$ cat config.mk
export PLATFORM = sky130hd
export DESIGN_NAME = cau_cell
export DESIGN_NICKNAME = d
export VERILOG_FILES = /design/src/cau_pkg.sv /design/src/cau_cell.sv
export SDC_FILE = /design/constraint.sdc
export NUM_CORES = 2
export LEC_CHECK = 0
export BUFFER_PORTS_ARGS = -buffer_cell sky130_fd_sc_hd__buf_2
export CORE_AREA = 2 2 513 515
export CTS_BUF_LIST = sky130_fd_sc_hd__clkbuf_2
export DETAILED_ROUTE_END_ITERATION = 16
export DIE_AREA = 0 0 515 517
export GPL_ROUTABILITY_DRIVEN = 0
export HOLD_SLACK_MARGIN = 0.06
export PLACE_DENSITY = 0.41
export SLEW_MARGIN = 20
export SYNTH_ARGS = -nofsm -noshare
export SYNTH_HDL_FRONTEND = slang
export SYNTH_SLANG_ARGS = --single-unit
$ cat constraint.sdc
create_clock -name clk -period 0.9 [get_ports clk]
set_input_delay 0.18 -clock clk [delete_from_list [all_inputs] [get_ports clk]]
set_output_delay 0.18 -clock clk [all_outputs]
set_load 0.03 [all_outputs]
$ cat src/cau_pkg.sv
// ----------------------------------------------------------------------------
// Complex arithmetic unit package
// Shared types, constants and helper functions of the complex ALU pipeline.
// ----------------------------------------------------------------------------
package cau_pkg;

    localparam int DW           = 32;
    localparam int FB           = 16;
    localparam int DIV_STEPS    = 33;
    localparam int SQRT_STEPS   = 32;
    localparam int CORDIC_STEPS = 24;
    localparam int NUM_CELLS    = 33;
    localparam int ANG_FRAC     = 60;
    localparam int CORDIC_GUARD = 24;

    localparam logic [63:0] PI_Q60 = 64'h3243F6A8885A308D;

    // operation kinds
    typedef enum logic [3:0] {
        K_ADD   = 4'd0,
        K_SUB   = 4'd1,
        K_MUL   = 4'd2,
        K_DIV   = 4'd3,
        K_NEG   = 4'd4,
        K_CONJ  = 4'd5,
        K_SCALE = 4'd6,
        K_POLAR = 4'd7,
        K_CMP   = 4'd8
    } kind_t;

    // status codes
    localparam logic [1:0] ST_OK   = 2'd0;
    localparam logic [1:0] ST_DIVZ = 2'd1;
    localparam logic [1:0] ST_ARG  = 2'd2;
    localparam logic [1:0] ST_SAT  = 2'd3;

    // payload handed from cell to cell
    typedef struct packed {
        logic               valid;
        logic [3:0]         kind;
        logic signed [31:0] re;
        logic signed [31:0] im;
        logic               eq;
        logic               clip;
        logic               dzero;
        logic [79:0]        rre;
        logic [79:0]        rim;
        logic [32:0]        qre;
        logic [32:0]        qim;
        logic               nre;
        logic               nim;
        logic               ore;
        logic               oim;
        logic [63:0]        dv;
        logic [63:0]        srem;
        logic [31:0]        root;
        logic signed [63:0] cx;
        logic signed [63:0] cy;
        logic signed [63:0] cz;
        logic               origin;
        logic               ar_zero;
        logic               ar_neg;
        logic               ai_zero;
        logic               ai_neg;
    } cell_t;

    // saturate to 32 bits; bit 32 of the result is the clip flag
    function automatic logic [32:0] sat32(input logic signed [64:0] v);
        logic [32:0] r;
        if (v > 65'sd2147483647)
            r = {1'b1, 32'h7FFFFFFF};
        else if (v < -65'sd2147483648)
            r = {1'b1, 32'h80000000};
        else
            r = {1'b0, v[31:0]};
        return r;
    endfunction

    // 2^(60-k*i) or zero when the exponent goes negative
    function automatic logic [63:0] sh(input int i, input int k);
        logic [63:0] r;
        r = 64'd0;
        if (k * i <= ANG_FRAC)
            r = 64'd1 << (ANG_FRAC - k * i);
        return r;
    endfunction

    // atan(2^-i) with 60 fraction bits, arctangent series
    function automatic logic signed [63:0] atan_step(input int i);
        logic [63:0] acc;
        acc = 64'd0;
        if (i == 0)
            return signed'(PI_Q60 >> 2);
        acc = acc + sh(i, 1);       acc = acc - sh(i, 3) / 3;
        acc = acc + sh(i, 5) / 5;   acc = acc - sh(i, 7) / 7;
        acc = acc + sh(i, 9) / 9;   acc = acc - sh(i, 11) / 11;
        acc = acc + sh(i, 13) / 13; acc = acc - sh(i, 15) / 15;
        acc = acc + sh(i, 17) / 17; acc = acc - sh(i, 19) / 19;
        acc = acc + sh(i, 21) / 21; acc = acc - sh(i, 23) / 23;
        acc = acc + sh(i, 25) / 25; acc = acc - sh(i, 27) / 27;
        acc = acc + sh(i, 29) / 29; acc = acc - sh(i, 31) / 31;
        acc = acc + sh(i, 33) / 33; acc = acc - sh(i, 35) / 35;
        acc = acc + sh(i, 37) / 37; acc = acc - sh(i, 39) / 39;
        acc = acc + sh(i, 41) / 41; acc = acc - sh(i, 43) / 43;
        acc = acc + sh(i, 45) / 45; acc = acc - sh(i, 47) / 47;
        acc = acc + sh(i, 49) / 49; acc = acc - sh(i, 51) / 51;
        acc = acc + sh(i, 53) / 53; acc = acc - sh(i, 55) / 55;
        acc = acc + sh(i, 57) / 57; acc = acc - sh(i, 59) / 59;
        return signed'(acc);
    endfunction

endpackage

$ cat src/cau_cell.sv
// ----------------------------------------------------------------------------
// Complex ALU chain cell
// Divide bit per quotient; root bit if IDX < 32; CORDIC rotation if IDX < 24.
// ----------------------------------------------------------------------------
module cau_cell #(
    parameter int IDX = 0
) (
    input  logic            clk,
    input  logic            rst_n,
    input  logic            en,
    input  cau_pkg::cell_t  cell_in,
    output cau_pkg::cell_t  cell_out
);
    import cau_pkg::*;

    localparam int DB = DIV_STEPS - 1 - IDX;

    cell_t       c_reg, c_next;
    logic [63:0] srem_n;
    logic [31:0] root_n;
    logic signed [63:0] cx_n, cy_n, cz_n;

    // restoring divide, both quotients
    logic [96:0] dsh;
    logic        ge_re, ge_im;
    assign dsh   = 97'(cell_in.dv) << DB;
    assign ge_re = {17'd0, cell_in.rre} >= dsh;
    assign ge_im = {17'd0, cell_in.rim} >= dsh;

    // square root digit
    if (IDX < SQRT_STEPS)
    begin : g_sqrt
        localparam int K = SQRT_STEPS - 1 - IDX;
        logic [65:0] t;
        logic        ge;
        assign t      = (66'(cell_in.root) << (K + 1)) + (66'd1 << (2 * K));
        assign ge     = {2'd0, cell_in.srem} >= t;
        assign srem_n = ge ? cell_in.srem - t[63:0] : cell_in.srem;
        assign root_n = ge ? cell_in.root | (32'd1 << K) : cell_in.root;
    end
    else
    begin : g_nosqrt
        assign srem_n = cell_in.srem;
        assign root_n = cell_in.root;
    end

    // vectoring CORDIC rotation
    if (IDX < CORDIC_STEPS)
    begin : g_cordic
        localparam logic signed [63:0] ATAN = atan_step(IDX);
        logic signed [63:0] dx, dy;
        assign dx = cell_in.cy >>> IDX;
        assign dy = cell_in.cx >>> IDX;
        assign cx_n = cell_in.cy[63] ? cell_in.cx - dx : cell_in.cx + dx;
        assign cy_n = cell_in.cy[63] ? cell_in.cy + dy : cell_in.cy - dy;
        assign cz_n = cell_in.cy[63] ? cell_in.cz - ATAN : cell_in.cz + ATAN;
    end
    else
    begin : g_nocordic
        assign cx_n = cell_in.cx;
        assign cy_n = cell_in.cy;
        assign cz_n = cell_in.cz;
    end

    always_comb
    begin
        c_next      = cell_in;
        c_next.rre  = ge_re ? cell_in.rre - dsh[79:0] : cell_in.rre;
        c_next.rim  = ge_im ? cell_in.rim - dsh[79:0] : cell_in.rim;
        c_next.qre  = {cell_in.qre[31:0], ge_re};
        c_next.qim  = {cell_in.qim[31:0], ge_im};
        c_next.srem = srem_n;
        c_next.root = root_n;
        c_next.cx   = cx_n;
        c_next.cy   = cy_n;
        c_next.cz   = cz_n;
    end

    always_ff @(posedge clk or negedge rst_n)
    begin
        if (!rst_n)
            c_reg <= '0;
        else if (en)
            c_reg <= c_next;
    end

    assign cell_out = c_reg;

endmodule

==> impl_metrics.prom <==
# TYPE chip_impl_metric gauge
chip_impl_metric{name="vdd.ir_drop.worst",unit="mV"} 1.140
chip_impl_metric{name="grt_start_max_net_pins",unit=""} 74
chip_impl_metric{name="post-route-period-util",unit="%"} 329.8
chip_impl_metric{name="worst_skew_pair.late_latency",unit="ns"} 1.64
chip_impl_metric{name="final.min_clock_period",unit="ns"} 2.968
chip_impl_metric{name="timing.max_slew.rel_slack",unit="%"} 34.22
chip_impl_metric{name="ant_nets",unit=""} 0
chip_impl_metric{name="start_util",unit="%"} 18.43
chip_impl_metric{name="final_hold_viol_count",unit=""} 189
chip_impl_metric{name="routed-via-count",unit=""} 66300
chip_impl_metric{name="maximum_clock_skew_at_final_layout",unit="ns"} 0
chip_impl_metric{name="maxCapViolCount",unit=""} 0
chip_impl_info{name="synth_area_leaders",value="dfrtp_1 34%, ha_1 9.9%, mux2_2 9.9%"} 1
chip_impl_info{name="netlist.top_cell.by_area",value="dfrtp_1"} 1
chip_impl_metric{name="worst_hold_path.num_cells",unit=""} 4
chip_impl_metric{name="postSynthCellCount",unit=""} 5409
chip_impl_metric{name="tritoncts.num_buffers",unit=""} 205
chip_impl_metric{name="worst_setup_margin",unit="ns"} -2.068
chip_impl_metric{name="cts.path.max_buffers",unit=""} 4
chip_impl_metric{name="syn_area",unit="um2"} 48130
chip_impl_metric{name="synth.yosys.seq_area_share",unit="%"} 34.21
chip_impl_metric{name="worst-slew-pin-transition",unit="ns"} 0.9867
chip_impl_metric{name="detailedRoute.firstIterationViolations",unit=""} 3915
chip_impl_info{name="min_from",value="cell_in[460]"} 1
chip_impl_metric{name="syn_area_per_cell",unit="um2"} 8.897
chip_impl_metric{name="largest_reg_flops",unit=""} 658
chip_impl_info{name="hp-class",value="primary input to register"} 1
chip_impl_metric{name="critPathMaxFanout",unit=""} 3
chip_impl_metric{name="required",unit="ns"} 2.42
chip_impl_info{name="worstSetupPathType",value="primary input to register"} 1
chip_impl_info{name="synth-main-ff-cell",value="dfrtp_1"} 1
chip_impl_metric{name="routed_wirelength",unit="mm"} 346.4
chip_impl_info{name="most-common-layout-cells",value="2154 x buf_4, 1784 x dlygate4sd3_1, 741 x buf_6, 613 x buf_2, 612 x dfrtp_1"} 1
chip_impl_metric{name="grt_pass1_wl",unit="mm"} 472.6
chip_impl_info{name="outcome",value="complete, but fails checks"} 1
chip_impl_info{name="regToRegEndpoint",value="cell_out[189]$_DFFE_PN0P_"} 1
chip_impl_metric{name="grtUsageTotal",unit="%"} 24.23
chip_impl_metric{name="synthToLayoutAreaGrowth",unit="%"} 128.2
chip_impl_metric{name="register_clock_pin_slew_on_the_reported_worst_setup_and_hold_paths",unit="ns"} 0.10
chip_impl_metric{name="grt_overflow_total",unit=""} 0
chip_impl_metric{name="dp_hpwl",unit="mm"} 263.3
chip_impl_metric{name="final_max_slew_viol_count",unit=""} 0
chip_impl_metric{name="drt-pass1-iter-count",unit=""} 5
chip_impl_metric{name="number_of_synthesized_flops_with_an_enable_pin",unit=""} 0
chip_impl_metric{name="whs",unit="ns"} -0.9953
chip_impl_metric{name="htree_num_levels",unit=""} 4
chip_impl_info{name="cts_root_buf",value="clkbuf_2"} 1
chip_impl_info{name="endpoint_kind",value="register"} 1
chip_impl_metric{name="die_height",unit="um"} 517
chip_impl_metric{name="netlist.area_leader.share",unit="%"} 34.21
chip_impl_metric{name="ys_async_sr_fraction",unit="%"} 100.0
chip_impl_metric{name="p_per_area",unit="nW/um2"} 1296
chip_impl_metric{name="postSynthRegisterBits",unit=""} 658
chip_impl_metric{name="timing.final.setup_violations",unit=""} 1232
chip_impl_metric{name="rrSetupSlack",unit="ns"} -0.20
chip_impl_metric{name="layout-drive-gt1-share",unit="%"} 50.25
chip_impl_info{name="worst_setup_path_start_kind",value="primary input"} 1
chip_impl_metric{name="via_count_of_the_first_global_routing_pass",unit=""} 68640
chip_impl_metric{name="final_routed_wire_length_divided_by_cell_count",unit="um"} 23.93
chip_impl_metric{name="p_total",unit="W"} 0.1423
chip_impl_metric{name="synth.yosys.warnings",unit=""} 0
chip_impl_info{name="tritoncts",value="done"} 1
chip_impl_info{name="worstReg2RegStart",value="cell_out[189]$_DFFE_PN0P_"} 1
chip_impl_metric{name="yosys.cell_types.count",unit=""} 100
chip_impl_metric{name="avgViaCountPerCell",unit=""} 4.580
chip_impl_metric{name="antenna_found_initial",unit=""} 120
chip_impl_metric{name="power.static_leakage",unit="nW"} 50.39
chip_impl_metric{name="io_buffer_count",unit=""} 1318
chip_impl_info{name="layout_commonest_cell",value="buf_4"} 1
chip_impl_metric{name="max_freq",unit="MHz"} 336.9
chip_impl_metric{name="io_pins",unit=""} 1321
chip_impl_metric{name="chipWidth",unit="um"} 515
chip_impl_metric{name="preCtsSetupSlack",unit="ns"} -2.946
chip_impl_metric{name="timing.reg2reg.worst_path_depth",unit=""} 3
chip_impl_metric{name="drc",unit=""} 0
chip_impl_info{name="failed_checks",value="hold timing, setup timing"} 1
chip_impl_metric{name="layout.nets",unit=""} 11890
chip_impl_metric{name="syn-num-nets",unit=""} 6458
chip_impl_info{name="min_delay_worst_endpoint",value="cell_out[460]$_DFFE_PN0P_"} 1
chip_impl_metric{name="clock_sinks",unit=""} 658
chip_impl_metric{name="die_area",unit="um2"} 266300
chip_impl_info{name="rsz0062_at_grt",value="true"} 1
chip_impl_metric{name="core_region_area",unit="um2"} 261100
chip_impl_metric{name="num_rows",unit=""} 188
chip_impl_metric{name="critPathArrivalTime",unit="ns"} 4.49
per-layer routing:
layer | vias up | track usage [%] | share of wire [%]
met2 | 2529 | 40.77 | 47
met3 | 996 | 6.071 | 6.7
li1 | 30500 | - | -
met5 | - | 0.01802 | 0.18
met4 | 100 | 20.02 | 9.8
met1 | 32170 | 25.62 | 36
power by group:
part / switching [W] / leakage, nW / internal (W) / total (W)
clock network: 0.0165 / 1.40 / 0.00978 / 0.0263
logic: 0.0389 / 41.4 / 0.0391 / 0.0780
registers: 0.00425 / 7.56 / 0.0338 / 0.0380
per-stage QoR:
| step | hold WS (ns) | utilization (%) | setup TNS [ns] | area, um2 | instances |
|---|---|---|---|---|---|
| 2_1_floorplan | -0.1156 | - | -585.98 | 51420 | 5409 |
| 3_3_place_gp | 0.06050 | 29.09 | -939.97 | 75960 | 11800 |
| 3_5_place_dp | 0.05534 | 29.09 | -948.91 | 75960 | 11800 |
| 4_1_cts | -1.267 | 40.02 | -1626.47 | 104500 | 14230 |
| 5_1_grt | -1.160 | 42.02 | -1611.67 | 109700 | 14440 |
| 6_report | -0.9953 | 42.06 | -1504.73 | 109800 | 14480 |
how the worst max path moves through the flow:
stage                                          from                   endpoint  slack (ns)  depth (start not counted)
after floorplan                        cell_in[132]   cell_out[66]$_DFFE_PN0P_       -2.42                         16
after global placement                  cell_in[88]  cell_out[185]$_DFFE_PN0P_       -2.98                         16
after detailed placement                cell_in[88]  cell_out[185]$_DFFE_PN0P_       -2.95                         16
after CTS                 cell_out[539]$_DFFE_PN0P_              cell_out[539]       -1.97                          2
after global routing      cell_out[374]$_DFFE_PN0P_              cell_out[374]       -1.96                          1
final                                  cell_in[315]  cell_out[490]$_DFFE_PN0P_       -2.07                         20
cell type report:
cell class / count / area [um2]
Antenna cell: 73 / 182.7
Clock buffer: 293 / 1466
Clock inverter: 57 / 372.9
Fill cell: 25030 / 151300
Inverter: 333 / 1464
Multi-Input combinational cell: 4145 / 36080
Sequential cell: 658 / 16520
Tap cell: 3420 / 4279
Timing Repair Buffer: 5497 / 49420
Timing Repair inverter: 1 / 16.27
cells by family (layout without fill, tap and decap cells):
family	after synthesis	count (layout)	synth area share, %
xor gates and xnor gates	294	294	5.350
AOI/OAI and AO/OA	1648	1648	21.11
adders and majority gates	387	387	10.17
other	0	73	0
and+or+nand+nor	1307	1307	12.61
buffers and inverters	606	6181	4.859
DFF	658	658	34.21
muxes	509	509	11.68
cell usage after synthesis, types with 10 or more instances:
master     number
buf_2          32
nor4_1         60
o31ai_1        41
a21o_1        143
a211oi_1       37
and3_1         29
xnor2_1       219
o2111ai_1      10
nand2b_1       28
a31oi_1        63
or2_2          22
a21oi_1       713
and2_1         13
o221ai_1       20
o31a_1         13
and4_1         10
o21bai_1       87
a221oi_1       11
mux2_2        422
a21boi_0       19
nand4_1        92
o21ai_1        15
ha_1          380
or3_1          23
o211ai_1       26
o21a_1         45
dfrtp_1       658
mux2i_1        87
nor2b_1        29
nand3_1        81
nand2_1       317
nor2_1        503
inv_1         328
nor3_1         57
buf_1          21
o21ai_0       273
clkbuf_1      213
xor2_1         75
critical path, stage by stage:
cell and delay [ns]:
buf_8 0.07, dlygate4sd3_1 0.53, dlygate4sd3_1 0.66, inv_6 0.07, buf_12 0.13, ha_4 0.29
nand4_1 0.15, or3_4 0.44, nor3_4 0.19, nand3b_1 0.25, a211oi_2 0.40, buf_4 0.19
o21bai_4 0.07, buf_6 0.12, nand2_2 0.06, a21oi_2 0.06, xnor2_1 0.13, mux2i_2 0.26
buf_4 0.20, a21oi_2 0.05
repair_timing:
action | in CTS | in global routing
setup endpoints to repair | 934 | 1185
pin swaps | 243 | 382
endpoints found under the hold margin | 1316 | 471
setup buffers | 311 | 152
hold buffers | 1782 | 595
gates resized for setup | 1727 | 773
cloned | 6 | 7
(Power assumes the default switching activity.)
